===== config.mk =====
export PLATFORM = sky130hd
export DESIGN_NAME = trie_keyword_stream_matcher
export DESIGN_NICKNAME = d
export VERILOG_FILES = /design/src/rtl/tkm_pkg.sv /design/src/rtl/tkm_node_table.sv /design/src/rtl/trie_keyword_stream_matcher.sv
export VERILOG_INCLUDE_DIRS = /design/src /design/src/rtl
export SDC_FILE = /design/constraint.sdc
export NUM_CORES = 2
export LEC_CHECK = 0
export BUFFER_PORTS_ARGS = -buffer_cell sky130_fd_sc_hd__clkbuf_2
export CORE_ASPECT_RATIO = 0.75
export CORE_MARGIN = 2
export CORE_UTILIZATION = 45
export DETAILED_ROUTE_END_ITERATION = 10
export GPL_ROUTABILITY_DRIVEN = 1
export PLACE_DENSITY = 0.64
export SLEW_MARGIN = 0
export SYNTH_ARGS = -nofsm -noshare
export SYNTH_HDL_FRONTEND = slang
export SYNTH_SLANG_ARGS = --single-unit

===== constraint.sdc =====
create_clock -name clk -period 12.9 [get_ports clk]
set_clock_uncertainty 0.05 [all_clocks]
set_input_delay 0.645 -clock clk [delete_from_list [all_inputs] [get_ports clk]]
set_output_delay 0.645 -clock clk [all_outputs]
set_load 0.02 [all_outputs]

===== src/rtl/trie_keyword_stream_matcher_assert.svh =====
// Assertion macros used by the matcher RTL.
`ifndef TRIE_KEYWORD_STREAM_MATCHER_ASSERT_SVH
`define TRIE_KEYWORD_STREAM_MATCHER_ASSERT_SVH

// Same-cycle implication, checked outside reset.
`define TKM_ASSERT_NOW(lbl, ante, cons, msg) \
  lbl: assert property (@(posedge clk) disable iff (rst) (ante) |-> (cons)) else $error(msg);

// Next-cycle implication, checked outside reset.
`define TKM_ASSERT_NEXT(lbl, ante, cons, msg) \
  lbl: assert property (@(posedge clk) disable iff (rst) (ante) |=> (cons)) else $error(msg);

`endif


===== src/rtl/tkm_pkg.sv =====
package tkm_pkg;

  localparam int MAX_NODES = 64;
  localparam int ARG_BITS  = 16;
  localparam int CH_BITS   = 8;
  localparam int NODE_BITS = $clog2(MAX_NODES);
  localparam int CNT_BITS  = $clog2(MAX_NODES + 1);

  localparam logic REQ_LOAD    = 1'b0;
  localparam logic REQ_MATCH   = 1'b1;
  localparam logic STATUS_OK   = 1'b0;
  localparam logic STATUS_FULL = 1'b1;

  typedef struct packed {
    logic [NODE_BITS-1:0] parent;
    logic [CH_BITS-1:0]   chr;
    logic [ARG_BITS-1:0]  value;
  } node_entry_t;

  typedef struct packed {
    logic                 en;
    logic [NODE_BITS-1:0] addr;
    node_entry_t          entry;
    logic                 is_end;
  } node_wr_t;

  typedef struct packed {
    node_entry_t entry;
    logic        is_end;
  } node_rd_t;

endpackage


===== src/rtl/tkm_node_table.sv =====
// Node table: one write port and one registered read port. The end marks
// live in flip-flops so that reset clears them; the rest is plain memory.
module tkm_node_table
  import tkm_pkg::*;
(
  input  logic                 clk,
  input  logic                 rst,
  input  logic [NODE_BITS-1:0] rd_addr,
  output node_rd_t             rd_data,
  input  node_wr_t             wr
);

  node_entry_t          mem [MAX_NODES];
  logic [MAX_NODES-1:0] is_end;
  node_entry_t          rd_entry;
  logic                 rd_end;

  always_ff @(posedge clk) begin
    if (wr.en) begin
      mem[wr.addr] <= wr.entry;
    end
    rd_entry <= mem[rd_addr];
  end

  always_ff @(posedge clk) begin
    if (rst) begin
      is_end <= '0;
    end else if (wr.en) begin
      is_end[wr.addr] <= wr.is_end;
    end
    rd_end <= is_end[rd_addr];
  end

  assign rd_data.entry  = rd_entry;
  assign rd_data.is_end = rd_end;

endmodule


===== src/rtl/trie_keyword_stream_matcher.sv =====
// Trie keyword stream matcher.
// The input channel (in_valid/in_ready) carries one item per transfer:
// req_type 0 adds one keyword character (ch, word_end, end_arg) to the
// trie, req_type 1 matches one stream character. The output channel
// (out_valid/out_ready) returns exactly one result per item: hit, hit_arg
// and status (1 when the node table was full and a load was dropped).
// Each item is resolved by scanning the node table through its single
// registered read port, one node per cycle. A match that misses away
// from the root scans a second time from the root.
// The block takes one item at a time: in_ready is high only while idle.
// A finished result sits in the output register; the next item can be
// accepted while it waits, and a new result is held back until the
// receiver has taken the previous one, so a stalled receiver stalls the
// block without losing anything.
// Synchronous reset empties the trie (root only), returns both cursors to
// the root and drops any pending result. No memory clearing pass is needed.
module trie_keyword_stream_matcher
  import tkm_pkg::*;
(
  input  logic        clk,
  input  logic        rst,
  input  logic        in_valid,
  output logic        in_ready,
  input  logic        req_type,
  input  logic [7:0]  ch,
  input  logic        word_end,
  input  logic [15:0] end_arg,
  output logic        out_valid,
  input  logic        out_ready,
  output logic        hit,
  output logic [15:0] hit_arg,
  output logic        status
);

  typedef enum logic [2:0] {
    ST_IDLE = 3'b001,
    ST_SCAN = 3'b010,
    ST_FIN  = 3'b100
  } state_t;

  state_t               state;
  logic                 req_q;
  logic [CH_BITS-1:0]   ch_q;
  logic                 last_q;
  logic [ARG_BITS-1:0]  arg_q;
  logic [NODE_BITS-1:0] from;
  logic [CNT_BITS-1:0]  scan_idx;
  logic                 chk_valid;
  logic [NODE_BITS-1:0] chk_idx;
  logic [CNT_BITS-1:0]  nodes_used;
  logic [NODE_BITS-1:0] match_cursor;
  logic [NODE_BITS-1:0] load_cursor;
  logic                 res_hit;
  logic [ARG_BITS-1:0]  res_arg;
  logic                 res_status;

  node_rd_t rd;
  node_wr_t wr;
  logic     issue;
  logic     found;
  logic     scan_end;
  logic     table_full;

  tkm_node_table u_table (
    .clk     (clk),
    .rst     (rst),
    .rd_addr (scan_idx[NODE_BITS-1:0]),
    .rd_data (rd),
    .wr      (wr)
  );

  assign in_ready   = (state == ST_IDLE);
  assign table_full = (nodes_used >= CNT_BITS'(MAX_NODES));

  // A read is issued for every allocated node past the root. The compare
  // stage sees the registered data in the following cycle.
  assign issue    = (state == ST_SCAN) && (scan_idx < nodes_used);
  assign found    = chk_valid && (rd.entry.parent == from) && (rd.entry.chr == ch_q);
  assign scan_end = found || (!chk_valid && !issue);

  // Table writes happen only in the cycle in which a load is resolved.
  always_comb begin
    wr              = '0;
    wr.addr         = chk_idx;
    wr.entry.parent = from;
    wr.entry.chr    = ch_q;
    wr.entry.value  = arg_q;
    wr.is_end       = 1'b1;
    if ((state == ST_SCAN) && scan_end && (req_q == REQ_LOAD)) begin
      if (found) begin
        // On a word end, an existing node becomes (or stays) an end node.
        wr.en = last_q;
      end else if (!table_full) begin
        wr.en          = 1'b1;
        wr.addr        = nodes_used[NODE_BITS-1:0];
        wr.is_end      = last_q;
        wr.entry.value = last_q ? arg_q : '0;
      end
    end
  end

  always_ff @(posedge clk) begin
    if (rst) begin
      state        <= ST_IDLE;
      chk_valid    <= 1'b0;
      nodes_used   <= CNT_BITS'(1);
      match_cursor <= '0;
      load_cursor  <= '0;
      out_valid    <= 1'b0;
    end else begin
      // The output register loads a new result once the old one is gone.
      if ((state == ST_FIN) && (!out_valid || out_ready)) begin
        out_valid <= 1'b1;
      end else if (out_ready) begin
        out_valid <= 1'b0;
      end
      case (state)
        ST_IDLE: begin
          if (in_valid) begin
            req_q     <= req_type;
            ch_q      <= ch;
            last_q    <= word_end;
            arg_q     <= end_arg[ARG_BITS-1:0];
            from      <= (req_type == REQ_LOAD) ? load_cursor : match_cursor;
            scan_idx  <= CNT_BITS'(1);
            chk_valid <= 1'b0;
            state     <= ST_SCAN;
          end
        end
        ST_SCAN: begin
          chk_valid <= issue;
          chk_idx   <= scan_idx[NODE_BITS-1:0];
          if (issue) begin
            scan_idx <= scan_idx + CNT_BITS'(1);
          end
          if (scan_end) begin
            if (req_q == REQ_LOAD) begin
              res_hit <= 1'b0;
              res_arg <= '0;
              state   <= ST_FIN;
              if (found) begin
                res_status  <= STATUS_OK;
                load_cursor <= last_q ? '0 : chk_idx;
              end else if (!table_full) begin
                res_status  <= STATUS_OK;
                nodes_used  <= nodes_used + CNT_BITS'(1);
                load_cursor <= last_q ? '0 : nodes_used[NODE_BITS-1:0];
              end else begin
                res_status <= STATUS_FULL;
                if (last_q) begin
                  load_cursor <= '0;
                end
              end
            end else begin
              res_status <= STATUS_OK;
              if (found) begin
                match_cursor <= chk_idx;
                res_hit      <= rd.is_end;
                res_arg      <= rd.is_end ? rd.entry.value : '0;
                state        <= ST_FIN;
              end else if (from != '0) begin
                // Miss below the root: retry the same character at the root.
                // No read is in flight here, so the compare stage is already
                // empty for the new scan.
                match_cursor <= '0;
                from         <= '0;
                scan_idx     <= CNT_BITS'(1);
              end else begin
                match_cursor <= '0;
                res_hit      <= 1'b0;
                res_arg      <= '0;
                state        <= ST_FIN;
              end
            end
          end
        end
        ST_FIN: begin
          if (!out_valid || out_ready) begin
            hit     <= res_hit;
            hit_arg <= 16'(res_arg);
            status  <= res_status;
            state   <= ST_IDLE;
          end
        end
        default: begin
          state <= ST_IDLE;
        end
      endcase
    end
  end

`include "trie_keyword_stream_matcher_assert.svh"

  // The node count only grows and never passes the table size.
  `TKM_ASSERT_NOW(a_used_range, 1'b1, (nodes_used >= CNT_BITS'(1)) && (nodes_used <= CNT_BITS'(MAX_NODES)), "node count out of range")
  `TKM_ASSERT_NEXT(a_used_grows, 1'b1, nodes_used >= $past(nodes_used), "node count decreased")
  // After a transfer in, the block is busy until the item is resolved.
  `TKM_ASSERT_NEXT(a_busy_after_accept, in_valid && in_ready, !in_ready, "accepted while busy")
  // A full-table status only comes from a load, which never hits.
  `TKM_ASSERT_NOW(a_status_no_hit, out_valid && (status == STATUS_FULL), !hit && (hit_arg == 16'd0), "hit reported with full status")

endmodule

# ---- Word level (Yosys, flattened, before mapping)
# Memory sizes are Yosys's and may differ from the RTL's. A register that Yosys moved wholly into a read port is not among the register bits.
# Index checks and enable logic that the tools add are counted.
dict set report op_classes {
  n_addsub 2
  mux 52
  eq_ne 14
  bitwise_logic 4
  order_cmp 5
  reduce_logical 29
}
# cell n
set op_table {}
lappend op_table {{6-bit two-way mux} 13}
lappend op_table {{64-bit bitwise mux} 1}
lappend op_table {{16-bit two-way mux} 4}
lappend op_table {{7-bit two-way mux} 8}
lappend op_table {{17-bit two-way mux} 3}
lappend op_table {{3-bit two-way mux} 6}
lappend op_table {{3-bit AND reduction} 5}
lappend op_table {{7-bit by 1-bit adder with 7-bit output, second input constant} 2}
lappend op_table {{6-bit by 7-bit < comparator with 1-bit output, second input constant} 2}
lappend op_table {{7-bit case mux with 2 select lines} 1}
lappend op_table {{6-bit case mux with 2 select lines} 1}
lappend op_table {{4-bit AND reduction} 3}
lappend op_table {{1-bit two-way mux} 11}
lappend op_table {{3-bit case mux with 3 select lines} 1}
lappend op_table {{8-bit equality test} 1}
lappend op_table {{1-bit logical AND} 8}
lappend op_table {{2-bit inequality test, second input constant} 4}
lappend op_table {{7-bit >= comparator, second input constant} 1}
lappend op_table {{7-bit < comparator} 1}
lappend op_table {{7-bit AND reduction} 1}
lappend op_table {{1-bit binary-select mux with 6-bit select} 1}
lappend op_table {{1-bit demux with 6-bit select} 1}
lappend op_table {{6-bit equality test} 1}
lappend op_table {{6-bit by 1-bit >= comparator with 1-bit output, second input constant} 1}
lappend op_table {{other kinds (15)} 25}
dict set report word_totals {
  ramBits 1920
  n_memories 1
  word_cells 128
  register_bits 170
}
# memory depth width rd rd_clocked_by_memory_dff write_ports line
set memory_table {}
lappend memory_table {u_table.mem 64 30 1 1 1 tkm_node_table.sv:13} ;# node_entry_t mem [MAX_NODES];

# ---- Longest topological paths before layout
dict set report depth {
  ltp_word 13
  mapped_depth 12
  depth_no_buf 8
}

# ---- Modules after synthesis
# Synthesis repeated with hierarchy kept, for this count alone.
dict set report unflattened {
  cells_unflattened 4040
  area_unflattened_um2 81704.6
}
# mod n_inst area_each_um2 cells_each
set by_module_without_submodules {}
lappend by_module_without_submodules {tkm_node_table 1 77115.2 3681}
lappend by_module_without_submodules {trie_keyword_stream_matcher 1 4589.4 359}

# ---- Worst setup path after synthesis
# OpenSTA, ideal clock, no wires.
dict set report synth_path {
  kind {reg2reg}
  from {reg nodes_used[2]}
  to {mem u_table.mem[24][0] in the netlist's numbering (enable)}
  stages_incl_launch_ff 10
  arrival_ps 4071
  n_path_buf 2
  required_ps 12433
  path_slack_ps 8362
  period_less_slack_ps 4538
  cell_sequence {dfxtp_1 buf_2 clkinv_1 ha_1 o21ai_0 o211ai_2 clkbuf_1 a211oi_1 nor2_1 nor2_1}
}
dict set report synth_between {
  elab_chain_len 10
}
# item line
set synth_lines {}
lappend synth_lines {{from (decl)} trie_keyword_stream_matcher.sv:50} ;# logic [CNT_BITS-1:0] nodes_used;
lappend synth_lines {{from (signal assigned)} trie_keyword_stream_matcher.sv:146} ;# nodes_used <= nodes_used + CNT_BITS'(1);
lappend synth_lines {{7-bit < comparator} trie_keyword_stream_matcher.sv:77} ;# assign issue = (state == ST_SCAN) && (scan_idx < nodes_used);
lappend synth_lines {{1-bit logical AND} trie_keyword_stream_matcher.sv:77}
lappend synth_lines {{1-bit zero test} trie_keyword_stream_matcher.sv:79} ;# assign scan_end = found || (!chk_valid && !issue);
lappend synth_lines {{1-bit logical AND} trie_keyword_stream_matcher.sv:79}
lappend synth_lines {{1-bit logical OR} trie_keyword_stream_matcher.sv:79}
lappend synth_lines {{1-bit logical AND (2 in a row)} trie_keyword_stream_matcher.sv:89} ;# if ((state == ST_SCAN) && scan_end && (req_q == REQ_LOAD)) begin
lappend synth_lines {{7-bit two-way mux *} trie_keyword_stream_matcher.sv:89}
lappend synth_lines {{1-bit two-way mux} tkm_node_table.sv:19} ;# if (wr.en) begin
lappend synth_lines {{1-bit two-way mux (not written as such)} tkm_node_table.sv:20} ;# mem[wr.addr] <= wr.entry;
lappend synth_lines {{to (decl)} tkm_node_table.sv:13}
# Every way passes the cells marked *; elsewhere a longest branch is shown, timed or not.

# ---- Worst setup path in the final report
dict set report layout_path {
  from {reg nodes_used[2]}
  to {mem u_table.mem[41][7] in the netlist's numbering (enable)}
}
# Same word-level chain as after synthesis.

==> out/qor_table.md <==
| Metric | This run |
|:---|:---|
| Result of the run | finished, final reports clean |
| Post-synthesis to final-layout area growth | 12.8% |
| Clock sinks | 2,120 |
| Most used flip-flop cell after synthesis | sky130_fd_sc_hd__edfxtp_1 |
| Async SR Flop Fraction | 0% |
| Clock insertion delay at the later pin of the skew report | 840 ps |
| Avg Synthesized Cell Area | 22.2 µm² |
| Post CTS Setup Buffer Count | 0 |
| X dimension of the die | 496 µm |
| Flip-flop and latch count after synthesis | 2,120 |
| Global route overflow | 0 |
| Clk pwr share | 40.7% |
| Maximum number of pins on one net before global-route repair | 138 |
| Net switching power | 3.05 mW |
| Slew HR | 11.3% |
| Reported max-cap violation count | 0 |
| Leakage component of the power | 28.8 nW |
| Layout cell share with drive strength beyond 1 | 30.3% |
| Floorplan Core Area | 181,000 µm² |
| Commonest non-fill, non-tap cell in the layout | sky130_fd_sc_hd__edfxtp_1 |
| Pin slew with the least headroom to its limit | 1330 ps |
| Met2 layer usage reported by global route | 32.6% |
| Hold/Removal Path Class | input port to flip-flop |
| Setup total negative slack | 0 ps |
| Met3 global-route usage | 6.43% |
| Fin. max-slew vios | 0 |
| Peak supply drop | 118 µV |
| Clock edge transition at the registers on the reported setup and hold paths | 60 ps |
| Starting Density | 45.3% |
| Switching power as a share of total power | 21.8% |
| Combined area of the multi-input logic cells | 18,900 µm² |
| Net count of the finished layout | 3,905 |
| Number of remaining DRC errors | 0 |
| Total half-perimeter wirelength after legalization and detailed placement | 112,000 µm |
| Critical Path Start Type | flip-flop |
| Number of levels in the clock H-tree | 4 |
| Max Clock Freq | 188 MHz |
| Setup CP Type | flip-flop to flip-flop |
| Required time reported for the critical path endpoint | 13,320 ps |
| Number of port buffers | 49 |
| Overall routed net length | 210,000 µm |
| Number of antenna violations at the first check in global routing | 17 |
| Power share of the combinational group | 4.9% |
| Buffer type at the clock tree root | sky130_fd_sc_hd__clkbuf_16 |
| Non-filler instance count after layout | 6,428 |
| Cells resized by post-CTS repair | 0 |
| Storage cell area | 62,500 µm² |
| Final setup vio count | 0 |
| Area enclosed by the die boundary | 185,000 µm² |
| Cells after synthesis | 3,686 |
| Net count after synthesis | 3,725 |
| Synthesized area | 81,800 µm² |
| Sequential group share of total power | 54.4% |
| Maximum clock path buffer count | 3 |
| Overall die height | 373 µm |
| Number of DRC violations after detailed-routing iteration 0 | 5,840 |
| Data arrival time at the worst-slack endpoint | 5750 ps |
| Fillers | 13,900 |
| Leading cell types in the layout, fill and taps excluded | sky130_fd_sc_hd__edfxtp_1 (2,001), sky130_fd_sc_hd__mux4_2 (620), sky130_fd_sc_hd__clkbuf_16 (198) |
| Number of placed cells counting well taps | 6,042 |
| Remaining number of nets flagged by the antenna check after routing | 0 |
| Post-route minimum period | 5330 ps |
| Average via count per standard cell | 6.22 |
| Synth warn | 0 |
| Clock tree from TritonCTS | yes |
| Pwr Density | 152 nW/µm² |
| GRT Max-Usage Layer | met1 |
| Via Count | 40,000 |
| Share of the clock period used by the worst path after layout | 41.3% |
| # IOs | 50 |
| Number of placement rows | 135 |
| Sequential element share of the synthesized area | 76.3% |
| Final GP Congestion | 0.894 |
| EDFF count, synth | 2,001 |
| Total GRT Usage | 22.7% |
| Design internal power | 11.0 mW |
| Drt pass-1 iters | 6 |
| Vias in the first global route | 39,500 |
| Final Hold Violating Endpoints | 0 |
| TritonCTS buffer count | 194 |
| Count of unique library cells instantiated by Yosys | 59 |
| Unrepaired setup endpoints after global routing | no |
| Element type at the critical path end | flip-flop |
| Global routing met1 resource utilization | 34.2% |
| Critical Path Fanout Max | 21 |
| Average detailed-routed wire length per instance | 32.7 µm |
| Global-route wire length before repair | 297,000 µm |
==> metal layers <==
metal	wire length, µm	share of wire (%)
met5	13	0.0062
met4	5500	2.6
met3	24200	12
met2	93300	44
met1	87300	42
==> metrics by stage <==
stage | util, % | instance area, µm² | hold WS [ps] | worst slack [ps] | power [mW]
6_report | 51.1 | 92300 | 175 | 7570 | 14.0
5_1_grt | 51.1 | 92300 | 126 | 7360 | 14.4
4_1_cts | 51.1 | 92300 | 108 | 7680 | 14.1
3_5_place_dp | 47.5 | 85800 | 355 | 7690 | 8.45
3_3_place_gp | 47.5 | 85800 | 355 | 7680 | 8.44
2_1_floorplan | - | 81800 | 350 | 8360 | 8.12
==> final cells by class <==
class,count,area share [%]
antenna,3,0.00813
multi-input combinational,1284,20.5
inverter,68,0.276
timing repair buffer,198,1.59
clock buffer,251,5.71
tap,2397,3.25
sequential,2120,67.7
clock inverter,107,1.06
==> synthesized netlist by cell type (all sizes together) (2+ instances only) <==
cell	number	area [µm²]
dfxtp	119	2380
or3b	2	17.5
mux2	6	67.6
clkinv	2	7.51
inv	66	248
o21ai	11	55.1
ha	9	113
nor2b	24	150
o22ai	64	400
nor2	98	370
buf	65	290
mux2i	28	280
and3	3	18.8
nand2b	8	50.1
nand3	25	125
a32oi	6	52.6
a2111oi	2	30.0
xnor2	20	175
or3	3	18.8
edfxtp	2001	60100
a21oi	63	315
a211oi	11	82.6
nor4	24	268
nand4	8	50.1
clkbuf	149	559
nand2	82	308
and2	22	138
nor3b	2	15.0
xor2	5	43.8
mux4	620	14000
o211ai	2	20.0
and4	2	17.5
or4	2	15.0
or2	4	25.0
a22oi	62	465
o41ai	42	368
nor3	15	165
==> power by group through the flow <==
stage / sequential (mW) / combinational [mW] / clock (mW)
after floorplan: 7.78 / 0.339 / 0
after global placement: 7.77 / 0.669 / 0
after detailed placement: 7.77 / 0.676 / 0
after CTS: 7.62 / 0.683 / 5.81
after global routing: 7.62 / 0.723 / 6.07
final: 7.62 / 0.688 / 5.71
==> worst paths after layout <==
check | start | end | slack (ps) | cells past startpoint
worst max-delay path | nodes_used[2]$_SDFFE_PP0P_ | u_table.mem[41][7]$_DFFE_PP_ | 7570 | 9
worst min-delay path | out_ready | out_valid$_SDFFE_PP0P_ | 170 | 3
worst max register to register | nodes_used[2]$_SDFFE_PP0P_ | u_table.mem[41][7]$_DFFE_PP_ | 7570 | 9
worst min register to register | res_arg[7]$_SDFFCE_PN0P_ | hit_arg[7]$_DFFE_PP_ | 370 | 0
==> cells by family after synthesis <==
family / Yosys count / synth area share [%]
flops: 2120 / 76.3
compound gates: 271 / 2.27
mux: 654 / 17.5
simple gates: 325 / 2.15
xor+xnor: 25 / 0.268
fa+ha+maj: 9 / 0.138
buf+inv: 282 / 1.35
==> state kept, by name, summed over array words and instances, names as in the netlist, 7 cells and up <==
signal	cells
u_table.mem	1920
u_table.is_end	64
u_table.rd_data	30
arg_q	16
hit_arg	16
res_arg	16
ch_q	8
nodes_used	7
scan_idx	7
==> worst max-delay path, stage by stage (launching register included) <==
cell,delay [ps]
sky130_fd_sc_hd__dfxtp_1,790
sky130_fd_sc_hd__clkinv_1,550
sky130_fd_sc_hd__ha_1,430
sky130_fd_sc_hd__o21ai_0,270
sky130_fd_sc_hd__o211ai_2,220
sky130_fd_sc_hd__buf_4,280
sky130_fd_sc_hd__a21oi_1,690
sky130_fd_sc_hd__nor2_1,470
sky130_fd_sc_hd__nor2_4,670
sky130_fd_sc_hd__buf_4,490
==> timing repair <==
action | in CTS | in global routing
endpoints found under the hold margin | 25 | 0
setup endpoints to repair | 0 | 0
hold buffers | 25 | 0
(Power assumes the default switching activity.)
